$ cat src/rtl/delta_list_timer_queue_macros.svh
// assertion helpers; they expect clk and rst_n in the enclosing scope
`ifndef DELTA_LIST_TIMER_QUEUE_MACROS_SVH
`define DELTA_LIST_TIMER_QUEUE_MACROS_SVH

// condition holds at every edge out of reset
`define DLTQ_ASSERT_ALWAYS(label, cond, msg) \
    label: assert property (@(posedge clk) disable iff (!rst_n) (cond)) else $error(msg);

// consequent holds in the same cycle as the antecedent
`define DLTQ_ASSERT_IMP(label, ante, cons, msg) \
    label: assert property (@(posedge clk) disable iff (!rst_n) (ante) |-> (cons)) \
        else $error(msg);

// consequent holds in the cycle after the antecedent
`define DLTQ_ASSERT_NEXT(label, ante, cons, msg) \
    label: assert property (@(posedge clk) disable iff (!rst_n) (ante) |=> (cons)) \
        else $error(msg);

`endif

$ cat src/rtl/dltq_pkg.sv
`timescale 1ns / 1ps

package dltq_pkg;

    // fixed field widths
    localparam int TIME_W  = 48;
    localparam int ID_W    = 8;
    localparam int DELAY_W = 40;

    // default sizing
    localparam int DLTQ_ENTRY_COUNT = 16;
    localparam int DLTQ_DELTA_BITS  = 40;

    typedef enum logic [1:0] {
        FUNC_SYNC   = 2'd0,
        FUNC_ADD    = 2'd1,
        FUNC_REMOVE = 2'd2,
        FUNC_ALARM  = 2'd3
    } func_t;

    typedef enum logic [1:0] {
        STATUS_OK      = 2'd0,
        STATUS_FULL    = 2'd1,
        STATUS_DUP     = 2'd2,
        STATUS_MISSING = 2'd3
    } status_t;

    typedef enum logic {
        ALU_SUB     = 1'b0,
        ALU_ADD_SAT = 1'b1
    } alu_op_t;

    // per-field write enables of the slot memory
    typedef struct packed {
        logic id_en;
        logic delta_en;
        logic link_en;
    } slot_we_t;

endpackage

$ cat src/rtl/dltq_ifs.sv
`timescale 1ns / 1ps

// request channel: one timer command per beat
interface dltq_req_if import dltq_pkg::*; ();
    logic               valid;
    logic               ready;
    func_t              func;
    logic [TIME_W-1:0]  now_time;
    logic [ID_W-1:0]    entry_id;
    logic [DELAY_W-1:0] delay;

    modport source (output valid, func, now_time, entry_id, delay, input ready);
    modport sink   (input valid, func, now_time, entry_id, delay, output ready);
endinterface

// response channel: one result per command
interface dltq_rsp_if import dltq_pkg::*; ();
    logic            valid;
    logic            ready;
    status_t         status;
    logic            expired_valid;
    logic [ID_W-1:0] expired_id;

    modport source (output valid, status, expired_valid, expired_id, input ready);
    modport sink   (input valid, status, expired_valid, expired_id, output ready);
endinterface

$ cat src/rtl/dltq_slot_mem.sv
`timescale 1ns / 1ps

module dltq_slot_mem import dltq_pkg::*; #(
    parameter int ENTRY_COUNT = DLTQ_ENTRY_COUNT,
    parameter int DELTA_BITS  = DLTQ_DELTA_BITS,
    localparam int IDX_W      = $clog2(ENTRY_COUNT)
) (
    input  logic                  clk,
    input  logic                  rd_en,
    input  logic [IDX_W-1:0]      rd_addr,
    output logic [ID_W-1:0]       rd_id,
    output logic [DELTA_BITS-1:0] rd_delta,
    output logic [IDX_W-1:0]      rd_link,
    input  slot_we_t              we,
    input  logic [IDX_W-1:0]      wr_addr,
    input  logic [ID_W-1:0]       wr_id,
    input  logic [DELTA_BITS-1:0] wr_delta,
    input  logic [IDX_W-1:0]      wr_link
);

    logic [ID_W-1:0]       id_mem    [ENTRY_COUNT];
    logic [DELTA_BITS-1:0] delta_mem [ENTRY_COUNT];
    logic [IDX_W-1:0]      link_mem  [ENTRY_COUNT];

    // write port, one field mask per array
    always_ff @(posedge clk)
    begin
        if (we.id_en)
        begin
            id_mem[wr_addr] <= wr_id;
        end
        if (we.delta_en)
        begin
            delta_mem[wr_addr] <= wr_delta;
        end
        if (we.link_en)
        begin
            link_mem[wr_addr] <= wr_link;
        end
    end

    // registered read port, holds when not enabled
    always_ff @(posedge clk)
    begin
        if (rd_en)
        begin
            rd_id    <= id_mem[rd_addr];
            rd_delta <= delta_mem[rd_addr];
            rd_link  <= link_mem[rd_addr];
        end
    end

endmodule

$ cat src/rtl/dltq_alu.sv
`timescale 1ns / 1ps

module dltq_alu import dltq_pkg::*; #(
    parameter int DELTA_BITS = DLTQ_DELTA_BITS
) (
    input  alu_op_t               op,
    input  logic [DELTA_BITS-1:0] a,
    input  logic [DELTA_BITS-1:0] b,
    output logic [DELTA_BITS-1:0] res,
    output logic                  ge
);

    logic [DELTA_BITS:0]   sum;
    logic [DELTA_BITS-1:0] diff;

    // one adder path: difference with compare, or saturating sum
    always_comb
    begin
        sum  = {1'b0, a} + {1'b0, b};
        diff = a - b;
        ge   = (a >= b);
        case (op)
            ALU_SUB:     res = diff;
            ALU_ADD_SAT: res = sum[DELTA_BITS] ? '1 : sum[DELTA_BITS-1:0];
            default:     res = diff;
        endcase
    end

endmodule

$ cat src/rtl/delta_list_timer_queue.sv
// throughput: one command at a time, set by the walk over the linked slot
// memory at one entry per cycle through its single read port
// reset: asynchronous, empties the queue and clears the time base to zero
`timescale 1ns / 1ps
`include "delta_list_timer_queue_macros.svh"

module delta_list_timer_queue import dltq_pkg::*; #(
    parameter int ENTRY_COUNT = DLTQ_ENTRY_COUNT,
    parameter int DELTA_BITS  = DLTQ_DELTA_BITS
) (
    input  logic              clk,
    input  logic              rst_n,
    dltq_req_if.sink          req,
    dltq_rsp_if.source        rsp
);

    localparam int IDX_W = $clog2(ENTRY_COUNT);
    localparam int CNT_W = $clog2(ENTRY_COUNT + 1);
    localparam int XW    = (DELTA_BITS > TIME_W) ? DELTA_BITS : TIME_W;
    localparam int DW    = (DELTA_BITS > DELAY_W) ? DELTA_BITS : DELAY_W;
    localparam logic [DELTA_BITS-1:0] DELTA_MAX = '1;

    typedef enum logic [4:0] {
        S_IDLE,
        S_ADV_START,
        S_ADV_WALK,
        S_ADV_FIX,
        S_ADD_CHK,
        S_DUP_WALK,
        S_FREE_SCAN,
        S_INS_START,
        S_INS_WALK,
        S_INS_FIX,
        S_INS_NEW,
        S_INS_LINK,
        S_RM_START,
        S_RM_WALK,
        S_RM_SUM,
        S_RM_LINK,
        S_AL_START,
        S_AL_CHK,
        S_DONE
    } state_t;

    // control state
    state_t             state_reg, state_next;
    func_t              func_reg, func_next;
    logic [IDX_W-1:0]   head_reg, head_next;
    logic [CNT_W-1:0]   count_reg, count_next;
    logic [TIME_W-1:0]  last_sync_reg, last_sync_next;
    logic [ENTRY_COUNT-1:0] used_reg, used_next;
    logic [CNT_W-1:0]   step_reg, step_next;
    logic               has_prev_reg, has_prev_next;
    logic               adv_done_reg, adv_done_next;
    status_t            status_reg, status_next;
    logic               exp_valid_reg, exp_valid_next;
    logic [ID_W-1:0]    exp_id_reg, exp_id_next;
    logic               out_valid_reg, out_valid_next;
    status_t            out_status_reg, out_status_next;
    logic               out_exp_valid_reg, out_exp_valid_next;
    logic [ID_W-1:0]    out_exp_id_reg, out_exp_id_next;

    // working data
    logic [TIME_W-1:0]     now_reg, now_next;
    logic [ID_W-1:0]       id_reg, id_next;
    logic [DELAY_W-1:0]    delay_reg, delay_next;
    logic [DELTA_BITS-1:0] acc_reg, acc_next;
    logic [IDX_W-1:0]      cur_reg, cur_next;
    logic [IDX_W-1:0]      prev_reg, prev_next;
    logic [IDX_W-1:0]      slot_reg, slot_next;

    // memory and alu hookup
    logic                  mem_rd_en;
    logic [IDX_W-1:0]      mem_rd_addr;
    logic [ID_W-1:0]       q_id;
    logic [DELTA_BITS-1:0] q_delta;
    logic [IDX_W-1:0]      q_link;
    slot_we_t              mem_we;
    logic [IDX_W-1:0]      mem_wr_addr;
    logic [ID_W-1:0]       mem_wr_id;
    logic [DELTA_BITS-1:0] mem_wr_delta;
    logic [IDX_W-1:0]      mem_wr_link;
    alu_op_t               alu_op;
    logic [DELTA_BITS-1:0] alu_a, alu_b, alu_res;
    logic                  alu_ge;

    // helpers
    logic [TIME_W-1:0]     elapsed;
    logic [XW-1:0]         elapsed_x;
    logic [DELTA_BITS-1:0] interval;
    logic [DW-1:0]         delay_x;
    logic [DELTA_BITS-1:0] delay_sat;
    logic [CNT_W:0]        step_inc;
    logic                  more_left;
    state_t                adv_ret;

    dltq_slot_mem #(
        .ENTRY_COUNT (ENTRY_COUNT),
        .DELTA_BITS  (DELTA_BITS)
    ) u_mem (
        .clk      (clk),
        .rd_en    (mem_rd_en),
        .rd_addr  (mem_rd_addr),
        .rd_id    (q_id),
        .rd_delta (q_delta),
        .rd_link  (q_link),
        .we       (mem_we),
        .wr_addr  (mem_wr_addr),
        .wr_id    (mem_wr_id),
        .wr_delta (mem_wr_delta),
        .wr_link  (mem_wr_link)
    );

    dltq_alu #(
        .DELTA_BITS (DELTA_BITS)
    ) u_alu (
        .op  (alu_op),
        .a   (alu_a),
        .b   (alu_b),
        .res (alu_res),
        .ge  (alu_ge)
    );

    // elapsed time and delay, both clamped to the delta range
    always_comb
    begin
        elapsed   = now_reg - last_sync_reg;
        elapsed_x = XW'(elapsed);
        interval  = (elapsed_x > XW'(DELTA_MAX)) ? DELTA_MAX : elapsed_x[DELTA_BITS-1:0];
        delay_x   = DW'(delay_reg);
        delay_sat = (delay_x > DW'(DELTA_MAX)) ? DELTA_MAX : delay_x[DELTA_BITS-1:0];
        step_inc  = {1'b0, step_reg} + 1'b1;
        more_left = (step_inc < {1'b0, count_reg});
    end

    // where a time advance hands back control
    always_comb
    begin
        case (func_reg)
            FUNC_ADD:   adv_ret = S_ADD_CHK;
            FUNC_ALARM: adv_ret = S_AL_START;
            default:    adv_ret = S_DONE;
        endcase
    end

    // alu operand select
    always_comb
    begin
        alu_op = ALU_SUB;
        alu_a  = acc_reg;
        alu_b  = q_delta;
        case (state_reg)
            S_ADV_FIX, S_INS_FIX:
            begin
                alu_a = q_delta;
                alu_b = acc_reg;
            end
            S_RM_SUM:
            begin
                alu_op = ALU_ADD_SAT;
                alu_a  = q_delta;
                alu_b  = acc_reg;
            end
            default:
            begin
                alu_op = ALU_SUB;
            end
        endcase
    end

    // sequencer
    always_comb
    begin
        state_next         = state_reg;
        func_next          = func_reg;
        head_next          = head_reg;
        count_next         = count_reg;
        last_sync_next     = last_sync_reg;
        used_next          = used_reg;
        step_next          = step_reg;
        has_prev_next      = has_prev_reg;
        adv_done_next      = adv_done_reg;
        status_next        = status_reg;
        exp_valid_next     = exp_valid_reg;
        exp_id_next        = exp_id_reg;
        out_valid_next     = out_valid_reg;
        out_status_next    = out_status_reg;
        out_exp_valid_next = out_exp_valid_reg;
        out_exp_id_next    = out_exp_id_reg;
        now_next           = now_reg;
        id_next            = id_reg;
        delay_next         = delay_reg;
        acc_next           = acc_reg;
        cur_next           = cur_reg;
        prev_next          = prev_reg;
        slot_next          = slot_reg;
        mem_rd_en          = 1'b0;
        mem_rd_addr        = head_reg;
        mem_we             = '0;
        mem_wr_addr        = cur_reg;
        mem_wr_id          = id_reg;
        mem_wr_delta       = alu_res;
        mem_wr_link        = cur_reg;

        // result beat taken
        if (out_valid_reg && rsp.ready)
        begin
            out_valid_next = 1'b0;
        end

        case (state_reg)
            S_IDLE:
            begin
                if (req.valid)
                begin
                    func_next      = req.func;
                    now_next       = req.now_time;
                    id_next        = req.entry_id;
                    delay_next     = req.delay;
                    status_next    = STATUS_OK;
                    exp_valid_next = 1'b0;
                    exp_id_next    = '0;
                    adv_done_next  = 1'b0;
                    case (req.func)
                        FUNC_REMOVE: state_next = S_RM_START;
                        FUNC_ALARM:  state_next = S_AL_START;
                        default:     state_next = S_ADV_START;
                    endcase
                end
            end

            // time advance: clamp interval, then drain it along the list
            S_ADV_START:
            begin
                last_sync_next = now_reg;
                if (now_reg < last_sync_reg || count_reg == '0)
                begin
                    state_next = adv_ret;
                end
                else
                begin
                    acc_next    = interval;
                    cur_next    = head_reg;
                    step_next   = '0;
                    mem_rd_en   = 1'b1;
                    mem_rd_addr = head_reg;
                    state_next  = S_ADV_WALK;
                end
            end

            S_ADV_WALK:
            begin
                if (alu_ge)
                begin
                    acc_next        = alu_res;
                    mem_we.delta_en = 1'b1;
                    mem_wr_addr     = cur_reg;
                    mem_wr_delta    = '0;
                    if (more_left)
                    begin
                        step_next   = step_inc[CNT_W-1:0];
                        cur_next    = q_link;
                        mem_rd_en   = 1'b1;
                        mem_rd_addr = q_link;
                    end
                    else
                    begin
                        state_next = adv_ret;
                    end
                end
                else
                begin
                    state_next = S_ADV_FIX;
                end
            end

            S_ADV_FIX:
            begin
                mem_we.delta_en = 1'b1;
                mem_wr_addr     = cur_reg;
                mem_wr_delta    = alu_res;
                state_next      = adv_ret;
            end

            // add: capacity, then duplicate walk
            S_ADD_CHK:
            begin
                slot_next = '0;
                if (count_reg == CNT_W'(ENTRY_COUNT))
                begin
                    status_next = STATUS_FULL;
                    state_next  = S_DONE;
                end
                else if (count_reg == '0)
                begin
                    state_next = S_FREE_SCAN;
                end
                else
                begin
                    step_next   = '0;
                    mem_rd_en   = 1'b1;
                    mem_rd_addr = head_reg;
                    state_next  = S_DUP_WALK;
                end
            end

            S_DUP_WALK:
            begin
                if (q_id == id_reg)
                begin
                    status_next = STATUS_DUP;
                    state_next  = S_DONE;
                end
                else if (more_left)
                begin
                    step_next   = step_inc[CNT_W-1:0];
                    mem_rd_en   = 1'b1;
                    mem_rd_addr = q_link;
                end
                else
                begin
                    state_next = S_FREE_SCAN;
                end
            end

            // lowest unused slot, one per cycle
            S_FREE_SCAN:
            begin
                if (!used_reg[slot_reg])
                begin
                    state_next = S_INS_START;
                end
                else
                begin
                    slot_next = slot_reg + 1'b1;
                end
            end

            S_INS_START:
            begin
                acc_next      = delay_sat;
                has_prev_next = 1'b0;
                if (count_reg == '0)
                begin
                    cur_next   = '0;
                    state_next = S_INS_NEW;
                end
                else
                begin
                    cur_next    = head_reg;
                    step_next   = '0;
                    mem_rd_en   = 1'b1;
                    mem_rd_addr = head_reg;
                    state_next  = S_INS_WALK;
                end
            end

            // skip entries due no later than the new one
            S_INS_WALK:
            begin
                if (alu_ge)
                begin
                    acc_next      = alu_res;
                    prev_next     = cur_reg;
                    has_prev_next = 1'b1;
                    if (more_left)
                    begin
                        step_next   = step_inc[CNT_W-1:0];
                        cur_next    = q_link;
                        mem_rd_en   = 1'b1;
                        mem_rd_addr = q_link;
                    end
                    else
                    begin
                        cur_next   = '0;
                        state_next = S_INS_NEW;
                    end
                end
                else
                begin
                    state_next = S_INS_FIX;
                end
            end

            S_INS_FIX:
            begin
                mem_we.delta_en = 1'b1;
                mem_wr_addr     = cur_reg;
                mem_wr_delta    = alu_res;
                state_next      = S_INS_NEW;
            end

            S_INS_NEW:
            begin
                mem_we       = '{id_en: 1'b1, delta_en: 1'b1, link_en: 1'b1};
                mem_wr_addr  = slot_reg;
                mem_wr_id    = id_reg;
                mem_wr_delta = acc_reg;
                mem_wr_link  = cur_reg;
                state_next   = S_INS_LINK;
            end

            S_INS_LINK:
            begin
                if (has_prev_reg)
                begin
                    mem_we.link_en = 1'b1;
                    mem_wr_addr    = prev_reg;
                    mem_wr_link    = slot_reg;
                end
                else
                begin
                    head_next = slot_reg;
                end
                used_next[slot_reg] = 1'b1;
                count_next          = count_reg + 1'b1;
                state_next          = S_DONE;
            end

            // remove: find id, fold its delta into the successor
            S_RM_START:
            begin
                if (count_reg == '0)
                begin
                    status_next = STATUS_MISSING;
                    state_next  = S_DONE;
                end
                else
                begin
                    cur_next      = head_reg;
                    has_prev_next = 1'b0;
                    step_next     = '0;
                    mem_rd_en     = 1'b1;
                    mem_rd_addr   = head_reg;
                    state_next    = S_RM_WALK;
                end
            end

            S_RM_WALK:
            begin
                if (q_id == id_reg)
                begin
                    slot_next = cur_reg;
                    acc_next  = q_delta;
                    cur_next  = q_link;
                    if (more_left)
                    begin
                        mem_rd_en   = 1'b1;
                        mem_rd_addr = q_link;
                        state_next  = S_RM_SUM;
                    end
                    else
                    begin
                        state_next = S_RM_LINK;
                    end
                end
                else if (more_left)
                begin
                    prev_next     = cur_reg;
                    has_prev_next = 1'b1;
                    cur_next      = q_link;
                    step_next     = step_inc[CNT_W-1:0];
                    mem_rd_en     = 1'b1;
                    mem_rd_addr   = q_link;
                end
                else
                begin
                    status_next = STATUS_MISSING;
                    state_next  = S_DONE;
                end
            end

            S_RM_SUM:
            begin
                mem_we.delta_en = 1'b1;
                mem_wr_addr     = cur_reg;
                mem_wr_delta    = alu_res;
                state_next      = S_RM_LINK;
            end

            S_RM_LINK:
            begin
                if (has_prev_reg)
                begin
                    mem_we.link_en = 1'b1;
                    mem_wr_addr    = prev_reg;
                    mem_wr_link    = cur_reg;
                end
                else
                begin
                    head_next = cur_reg;
                end
                used_next[slot_reg] = 1'b0;
                count_next          = count_reg - 1'b1;
                state_next          = S_DONE;
            end

            // alarm: advance time unless the head is already due
            S_AL_START:
            begin
                if (count_reg == '0)
                begin
                    adv_done_next = 1'b1;
                    state_next    = adv_done_reg ? S_DONE : S_ADV_START;
                end
                else
                begin
                    mem_rd_en   = 1'b1;
                    mem_rd_addr = head_reg;
                    state_next  = S_AL_CHK;
                end
            end

            S_AL_CHK:
            begin
                if (q_delta == '0)
                begin
                    // due head leaves with zero delta, successor keeps its own
                    exp_valid_next      = 1'b1;
                    exp_id_next         = q_id;
                    head_next           = q_link;
                    used_next[head_reg] = 1'b0;
                    count_next          = count_reg - 1'b1;
                    state_next          = S_DONE;
                end
                else
                begin
                    adv_done_next = 1'b1;
                    state_next    = adv_done_reg ? S_DONE : S_ADV_START;
                end
            end

            S_DONE:
            begin
                if (!out_valid_reg || rsp.ready)
                begin
                    out_valid_next     = 1'b1;
                    out_status_next    = status_reg;
                    out_exp_valid_next = exp_valid_reg;
                    out_exp_id_next    = exp_id_reg;
                    state_next         = S_IDLE;
                end
            end

            default:
            begin
                state_next = S_IDLE;
            end
        endcase
    end

    // state and registered outputs
    always_ff @(posedge clk or negedge rst_n)
    begin
        if (!rst_n)
        begin
            state_reg         <= S_IDLE;
            func_reg          <= FUNC_SYNC;
            head_reg          <= '0;
            count_reg         <= '0;
            last_sync_reg     <= '0;
            used_reg          <= '0;
            step_reg          <= '0;
            has_prev_reg      <= 1'b0;
            adv_done_reg      <= 1'b0;
            status_reg        <= STATUS_OK;
            exp_valid_reg     <= 1'b0;
            exp_id_reg        <= '0;
            out_valid_reg     <= 1'b0;
            out_status_reg    <= STATUS_OK;
            out_exp_valid_reg <= 1'b0;
            out_exp_id_reg    <= '0;
        end
        else
        begin
            state_reg         <= state_next;
            func_reg          <= func_next;
            head_reg          <= head_next;
            count_reg         <= count_next;
            last_sync_reg     <= last_sync_next;
            used_reg          <= used_next;
            step_reg          <= step_next;
            has_prev_reg      <= has_prev_next;
            adv_done_reg      <= adv_done_next;
            status_reg        <= status_next;
            exp_valid_reg     <= exp_valid_next;
            exp_id_reg        <= exp_id_next;
            out_valid_reg     <= out_valid_next;
            out_status_reg    <= out_status_next;
            out_exp_valid_reg <= out_exp_valid_next;
            out_exp_id_reg    <= out_exp_id_next;
        end
    end

    // working data, no reset
    always_ff @(posedge clk)
    begin
        now_reg   <= now_next;
        id_reg    <= id_next;
        delay_reg <= delay_next;
        acc_reg   <= acc_next;
        cur_reg   <= cur_next;
        prev_reg  <= prev_next;
        slot_reg  <= slot_next;
    end

    // ports
    assign req.ready         = (state_reg == S_IDLE);
    assign rsp.valid         = out_valid_reg;
    assign rsp.status        = out_status_reg;
    assign rsp.expired_valid = out_exp_valid_reg;
    assign rsp.expired_id    = out_exp_id_reg;

    // checks
    `DLTQ_ASSERT_ALWAYS(a_count_bound, count_reg <= CNT_W'(ENTRY_COUNT),
        "entry count overflow")
    `DLTQ_ASSERT_ALWAYS(a_used_matches_count, $countones(used_reg) == int'(count_reg),
        "used slots and count disagree")
    `DLTQ_ASSERT_NEXT(a_insert_counts, state_reg == S_INS_LINK,
        count_reg == $past(count_reg) + 1'b1, "insert did not bump count")
    `DLTQ_ASSERT_IMP(a_result_from_done, $rose(out_valid_reg), $past(state_reg == S_DONE),
        "result beat outside done")

endmodule

$ cat src/flat_wrapper.sv
// flat-port wrapper written by rule: the top's interface ports become plain ports
module delta_list_timer_queue_flat import dltq_pkg::*;
#(
    parameter int ENTRY_COUNT = DLTQ_ENTRY_COUNT,
    parameter int DELTA_BITS  = DLTQ_DELTA_BITS
)
  (clk, rst_n, req_valid, req_func, req_now_time, req_entry_id, req_delay, req_ready, rsp_valid, rsp_status, rsp_expired_valid, rsp_expired_id, rsp_ready);
  dltq_req_if req_i ();
  dltq_rsp_if rsp_i ();
  input  logic clk;
  input  logic rst_n;
  input wire logic [$bits(req_i.valid)-1:0] req_valid;
  input wire logic [$bits(req_i.func)-1:0] req_func;
  input wire logic [$bits(req_i.now_time)-1:0] req_now_time;
  input wire logic [$bits(req_i.entry_id)-1:0] req_entry_id;
  input wire logic [$bits(req_i.delay)-1:0] req_delay;
  output wire logic [$bits(req_i.ready)-1:0] req_ready;
  output wire logic [$bits(rsp_i.valid)-1:0] rsp_valid;
  output wire logic [$bits(rsp_i.status)-1:0] rsp_status;
  output wire logic [$bits(rsp_i.expired_valid)-1:0] rsp_expired_valid;
  output wire logic [$bits(rsp_i.expired_id)-1:0] rsp_expired_id;
  input wire logic [$bits(rsp_i.ready)-1:0] rsp_ready;
  assign req_i.valid = req_valid;
  assign req_i.func = req_func;
  assign req_i.now_time = req_now_time;
  assign req_i.entry_id = req_entry_id;
  assign req_i.delay = req_delay;
  assign req_ready = req_i.ready;
  assign rsp_valid = rsp_i.valid;
  assign rsp_status = rsp_i.status;
  assign rsp_expired_valid = rsp_i.expired_valid;
  assign rsp_expired_id = rsp_i.expired_id;
  assign rsp_i.ready = rsp_ready;
  delta_list_timer_queue #(.ENTRY_COUNT(ENTRY_COUNT), .DELTA_BITS(DELTA_BITS)) u_core (.clk(clk), .rst_n(rst_n), .req(req_i), .rsp(rsp_i));
endmodule
$ cat config.mk
export PLATFORM = sky130hd
export DESIGN_NAME = delta_list_timer_queue_flat
export DESIGN_NICKNAME = d
export VERILOG_FILES = /design/src/rtl/dltq_pkg.sv /design/src/rtl/dltq_ifs.sv /design/src/rtl/dltq_slot_mem.sv /design/src/rtl/dltq_alu.sv /design/src/rtl/delta_list_timer_queue.sv /design/src/flat_wrapper.sv
export VERILOG_INCLUDE_DIRS = /design/src /design/src/rtl
export SDC_FILE = /design/constraint.sdc
export NUM_CORES = 2
export LEC_CHECK = 0
export BUFFER_PORTS_ARGS = -buffer_cell sky130_fd_sc_hd__buf_2
export CORE_MARGIN = 4
export CORE_UTILIZATION = 39
export CTS_CLUSTER_DIAMETER = 150
export DETAILED_ROUTE_END_ITERATION = 8
export HOLD_SLACK_MARGIN = 0.15
export PLACE_DENSITY = 0.57
export SYNTH_ARGS = -nofsm -noshare
export SYNTH_HDL_FRONTEND = slang
export SYNTH_HIERARCHICAL = 1
export SYNTH_SLANG_ARGS = --single-unit
$ cat constraint.sdc
create_clock -name clk -period 7.7 [get_ports clk]
set_input_delay 1.54 -clock clk [delete_from_list [all_inputs] [get_ports clk]]
set_output_delay 1.54 -clock clk [all_outputs]
set_load 0.1 [all_outputs]
# == Yosys cells after proc, flatten, opt, wreduce, memory -nomap -nowiden ==
# Memory sizes are Yosys's and may differ from the RTL's. A register that Yosys moved wholly into a read port is not among the register bits.
# Cells that the tools add are included.
# totals
register_bits,258
ramBits,832
input_bits,102
output_inout_bits,13
word_cells,262
mem_count,3
# mem_list
memory,words,width,rd,rd_ports_with_merged_regs,wr,line,source
u_core.u_mem.delta_mem,16,40,1,1,1,dltq_slot_mem.sv:22,logic [DELTA_BITS-1:0] delta_mem [ENTRY_COUNT];
u_core.u_mem.id_mem,16,8,1,1,1,dltq_slot_mem.sv:21,logic [ID_W-1:0] id_mem [ENTRY_COUNT];
u_core.u_mem.link_mem,16,4,1,1,1,dltq_slot_mem.sv:23,logic [IDX_W-1:0] link_mem [ENTRY_COUNT];
# op_classes
addsub,7
magnitude_cmp,9
n_eq_ne,51
n_mux,123
bitwise,6
n_reduce_logical,40
# ops
operator,count
40-bit 2-to-1 mux,9
40-bit one-hot mux with 2 select lines,2
40-bit one-hot mux with 4 select lines,1
5-bit 2-to-1 mux,24
5-bit one-hot mux with 18 select lines,1
4-bit 2-to-1 mux,22
48-bit by 40-bit > comparator with 1-bit output (second input constant),1
48-bit < comparator,1
16-bit one-hot mux with 3 select lines,1
48-bit subtractor,1
40-bit by 40-bit adder with 41-bit output,1
5-bit by 4-bit == test with 1-bit output (second input constant),8
40-bit >= comparator,1
40-bit > comparator (second input constant),1
40-bit zero test,1
40-bit subtractor,1
4-bit one-hot mux with 3 select lines,3
16-bit AND,2
16-bit inverter,2
1-bit 2-to-1 mux,31
5-bit one-hot mux with 5 select lines,1
2-bit by 1-bit != test with 1-bit output (second input constant),12
4-bit one-hot mux with 6 select lines,1
2-bit != test (second input constant),11
48 further kinds,97

# == Depth between registers and ports, before layout ==
# logic_depth
word_depth,8
mapped_depth,34
mapped_depth_nobuf,28

# == Modules after synthesis ==
# Netlist, hierarchy kept.
# modules_own_cells
module,n_inst,cells_per_inst,area_each_um2,seq_area_each_um2
dltq_slot_mem,1,1392,32910.3,26545.5
delta_list_timer_queue,1,1686,16286.9,7196.9
dltq_alu,1,799,5156.2,0.0

# == Least setup slack after synthesis ==
# OpenSTA, ideal clock, no wires.
# synth_timing
kind,register to register
start,reg u_core.state_reg[3]
end,"reg u_core.acc_reg[0], enable pin"
setup_time_ns,0.487
arrival_ns,7.447
required_ns,7.213
setup_slack_ns,-0.234
path_stages_with_launch,23
path_buffers,4
period_less_slack_ns,7.934
path_cell_list,dfrtp_1 buf_2 clkbuf_1 nand2_1 or3_1 a21oi_1 clkbuf_1 mux2_2 ha_1 clkbuf_1 and3_1 o2111a_1 o31ai_1 and2_1 o211ai_1 a211oi_1 o21a_1 a21oi_1 o21ai_0 a21oi_1 inv_1 and2_1 nor3_1
# synth_between
elab_chain_len,6
elab_cells_between_ends,18
classes_between,order compare (1); eq/ne (11); mux (2); reduce/logical (4)
# synth_lines
item,line,source
from (decl),delta_list_timer_queue.sv:46,"state_t state_reg, state_next;"
from (signal assigned),delta_list_timer_queue.sv:576,state_reg <= state_next;
5-bit by 2-bit == test with 1-bit output / 5-bit by 4-bit == test with 1-bit output (equally long branches),delta_list_timer_queue.sv:152,case (state_reg)
3-bit OR reduction (no source line) *,--,
40-bit 2-to-1 mux *,delta_list_timer_queue.sv:152,
named net u_core.alu_a[13],delta_list_timer_queue.sv:84,"logic [DELTA_BITS-1:0] alu_a, alu_b, alu_res;"
40-bit >= comparator *,dltq_alu.sv:21,ge = (a >= b);
named net u_core.alu_ge,delta_list_timer_queue.sv:85,logic alu_ge;
2-bit by 1-bit != test with 1-bit output (no source line) *,--,
4-bit AND reduction (no source line) *,--,
to (signal assigned),delta_list_timer_queue.sv:601,acc_reg <= acc_next;
to (decl),delta_list_timer_queue.sv:67,"logic [DELTA_BITS-1:0] acc_reg, acc_next;"
# Mark *: on every way through the listed nets, which the timed path passes. The rest lies on a longest branch.
# A chain may end at the register's enable or synchronous reset.

# == Worst setup path after layout ==
# layout_timing
start,reg u_core.state_reg[3]
end,reg u_core.u_mem.rd_delta[19] (read register of u_core.u_mem.delta_mem) (data pin)
# layout_between
elab_chain_len,6
elab_cells_between_ends,22
classes_between,order compare (1); eq/ne (12); mux (6); reduce/logical (3)
# layout_lines
item,line,source
5-bit by 2-bit == test with 1-bit output / 5-bit by 4-bit == test with 1-bit output (equally long branches),delta_list_timer_queue.sv:152,
3-bit OR reduction (no source line) *,--,
40-bit 2-to-1 mux *,delta_list_timer_queue.sv:152,
named net u_core.alu_a[0],delta_list_timer_queue.sv:84,
40-bit >= comparator *,dltq_alu.sv:21,
named net u_core.alu_ge,delta_list_timer_queue.sv:85,
4-bit 2-to-1 mux *,delta_list_timer_queue.sv:253,if (alu_ge)
4-bit one-hot mux with 3 select lines *,delta_list_timer_queue.sv:211,case (state_reg)
named net u_core.mem_rd_addr[0],delta_list_timer_queue.sv:74,logic [IDX_W-1:0] mem_rd_addr;
to (decl),dltq_slot_mem.sv:12,"output logic [DELTA_BITS-1:0] rd_delta,"
# Marks and branches as above.

==> metrics.md <==
| Metric | Value |
|---|---|
| Status | `finished clean` |
| Minimum clock period | `7.25 ns` |
| Initial Util | `39.4%` |
| IO Pins | `115` |
| CTS tree | `yes` |
| Fin. Hold Viols | `0` |
| H-Tree Depth | `3` |
| Drt wl/cell | `26.7 µm` |
| Req. time, crit path | `8.19 ns` |
| # Max-Cap Violations | `0` |
| Gr ovfl total | `0` |
| Crit path max fanout | `45` |
| GPL Wtd Cong | `0.967` |
| Core area | `138,000 µm²` |
| TritonRoute pass-1 iters | `6` |
| Vias in the first global route | `34.5k` |
| Ys flop type | `edfxtp_1` |
| Yosys warnings | `6` |
| Vias per cell | `5.93` |
| Unrepaired setup endpoints after global routing | `no` |
| Crit path largest cell delay | `0.61 ns` |
| Synthesis-stage register bit count | `1,142` |
| # DRC | `0` |
| Die Y-Extent | `381 µm` |
| Crit end category | `register` |
| Register area share after synthesis | `62.1%` |
| Most frequent CP cell | `nand2_1` |
| Overall Global Routing Usage | `21.3%` |
| Cts bufs inserted | `118` |
| Dpl ws | `0.504 ns` |
| Min setup slack post-route | `0.449 ns` |
| Clock Skew | `0.0491 ns` |
| Share of post-route cells with drive strength above 1 | `18.1%` |
| Period utilisation layout | `94.2%` |
| Total Die Area | `145,000 µm²` |
| Worst Tran Pin Value | `1.25 ns` |
| HP Class | `register to register` |
| Number of synthesized flops with an enable pin | `1,032` |
| Die Wd | `381 µm` |
| Async set-reset flop share out of synthesis | `9.63%` |
| Post CTS Setup Buffer Count | `0` |
| First-pass GRT wire length | `233,000 µm` |
| CTS Buffer Depth | `3` |
| Sum of negative setup slack | `0 ns` |
| WL final | `158,000 µm` |
| Hold Buf Count CTS | `0` |
| Worst Path Arrival | `7.74 ns` |
| Largest register FFs | `640` |
| Mapped Nets | `4,123` |
| DRT antenna net count | `0` |
| Worst skew pair latency | `0.76 ns` |
| F_max | `138 MHz` |
| Cells after synthesis | `3,877` |
| Initial antenna violation count | `3` |
| Vias | `35.2k` |
| Reg clk slew, reported paths | `0.06 ns` |
| Area growth, synth to finish | `12.6%` |
| Yosys cell types | `92` |
| NumNets Final | `4,215` |
| Root Driver | `clkbuf_16` |
| Top reg by flops | `u_core/u_mem/delta_mem` |
| Iter 0 DRT Violations | `3,508` |
| Crit Path Class | `register to register` |
| Site Rows | `136` |
| Syn avg cell area | `14.0 µm²` |
| Regs by FF count | `u_core/u_mem/delta_mem: 640 flops, u_core/u_mem/id_mem: 128 flops, u_core/u_mem/link_mem: 64 flops` |
| Pin count of the biggest net entering global routing | `96` |
| Max-slew violation count | `0` |
| CP Launch Type | `register` |
| Post-CTS sizing | `0` |
| Post-DP HPWL | `102,000 µm` |
| Clk sinks | `1,142` |
| Slowest CP cell | `mux4_2` |
| IO buf count | `114` |
| Rel. slew slack | `16.6%` |
| Mapped Area | `54,400 µm²` |
| Endpoints failing setup | `0` |
[cell usage after synthesis (26+ instances only)]
cell       number  area (µm²)
edfxtp_1     1032       31000
nand2_1       311        1170
a21oi_1       215        1080
mux4_2        213        4800
nor2_1        198         743
o21ai_0       189         946
inv_1         172         646
clkbuf_1      160         601
ha_1          140        1750
a22oi_1       121         908
dfrtp_1       110        2750
a22o_1        105         920
mux2_2         98        1100
nor3_1         49         245
a21o_1         47         353
xnor2_1        47         412
nand3_1        43         215
a2bb2oi_1      41         359
nand4_1        39         244
nand2b_1       31         194
nor4_1         31         194
a31oi_1        28         175
buf_2          28         140
nor2b_1        27         169
o21bai_1       27         203
buf_6          26         293
[stage by stage]
stage | instances | util, % | area [µm²] | hold WS, ns
after floorplan | 3877 | - | 54400 | 0.443
after global placement | 5712 | 41.5 | 57300 | 0.473
after detailed placement | 5712 | 41.5 | 57300 | 0.477
after CTS | 5930 | 44.3 | 61200 | 0.497
after global routing | 5930 | 44.4 | 61200 | 0.509
final | 5932 | 44.4 | 61200 | 0.490
[final cells by class]
| class | instances | area [µm²] |
|---|---|---|
| Antenna cell | 2 | 5.00 |
| Clock buffer | 160 | 3270 |
| Clock inverter | 58 | 611 |
| Fill cell | 12198 | 76800 |
| Inverter | 174 | 656 |
| Multi-Input combinational cell | 2332 | 19100 |
| Sequential cell | 1142 | 33700 |
| Tap cell | 1863 | 2330 |
| Timing Repair Buffer | 201 | 1490 |
[worst max-delay path, delay by kind of cell, from the launching register on]
family	cells	cell delay [ns]
buf+inv	4	0.76
fa+ha+maj	2	0.56
flops	1	0.42
compound gates	12	2.83
mux	2	1.00
simple gates	8	1.27
[cells by family after synthesis]
group           Yosys count  share of synthesized area [%]
flops                  1142                           62.1
compound gates          987                           12.3
simple gates            818                           7.04
buf+inv                 403                           3.21
mux                     314                           10.9
fa+ha+maj               144                           3.37
xor+xnor                 69                           1.11
[metal layers]
metal  GRT usage (%)  part of all wire, %
met5               0               0.0082
met4            6.62                  3.3
met3            4.00                  7.3
met2            33.3                   46
met1            30.4                   44
[layout by cell type (no fill, tap or decap), types with 30 or more instances in the layout]
| cell | Yosys | final |
|---|---|---|
| edfxtp_1 | 1032 | 1032 |
| nand2_1 | 311 | 311 |
| a21oi_1 | 215 | 214 |
| mux4_2 | 213 | 213 |
| o21ai_0 | 189 | 187 |
| nor2_1 | 198 | 179 |
| inv_1 | 172 | 171 |
| ha_1 | 140 | 140 |
| clkbuf_16 | 0 | 122 |
| a22oi_1 | 121 | 121 |
| buf_2 | 28 | 113 |
| dfrtp_1 | 110 | 110 |
| a22o_1 | 105 | 105 |
| mux2_2 | 98 | 98 |
| buf_4 | 0 | 67 |
| xnor2_1 | 47 | 47 |
| nor3_1 | 49 | 47 |
| a21o_1 | 47 | 47 |
| nand3_1 | 43 | 43 |
| a2bb2oi_1 | 41 | 41 |
| nand4_1 | 39 | 39 |
| clkbuf_1 | 160 | 31 |
| nand2b_1 | 31 | 31 |
| nor4_1 | 31 | 30 |
[path summary, 6_finish.rpt]
kind | from | end | slack, ns | cells past startpoint
max | u_core/state_reg[3]$_DFFE_PN0P_ | u_core/u_mem/rd_delta[19]$_DFFE_PP_ | 0.45 | 28
max reg2reg | u_core/state_reg[3]$_DFFE_PN0P_ | u_core/u_mem/rd_delta[19]$_DFFE_PP_ | 0.45 | 28
min reg2reg | u_core/exp_valid_reg$_DFFE_PN0P_ | u_core/exp_valid_reg$_DFFE_PN0P_ | 0.49 | 2
min | u_core/exp_valid_reg$_DFFE_PN0P_ | u_core/exp_valid_reg$_DFFE_PN0P_ | 0.49 | 2
max in group asynchronous | rst_n | u_core/exp_id_reg[1]$_DFFE_PN0P_ | 5.50 | 2
min in group asynchronous | rst_n | u_core/last_sync_reg[7]$_DFFE_PN0P_ | 0.87 | 1
Power is not shown: default switching activity piles up to over one toggle a cycle in this logic, so the estimate is an artifact.
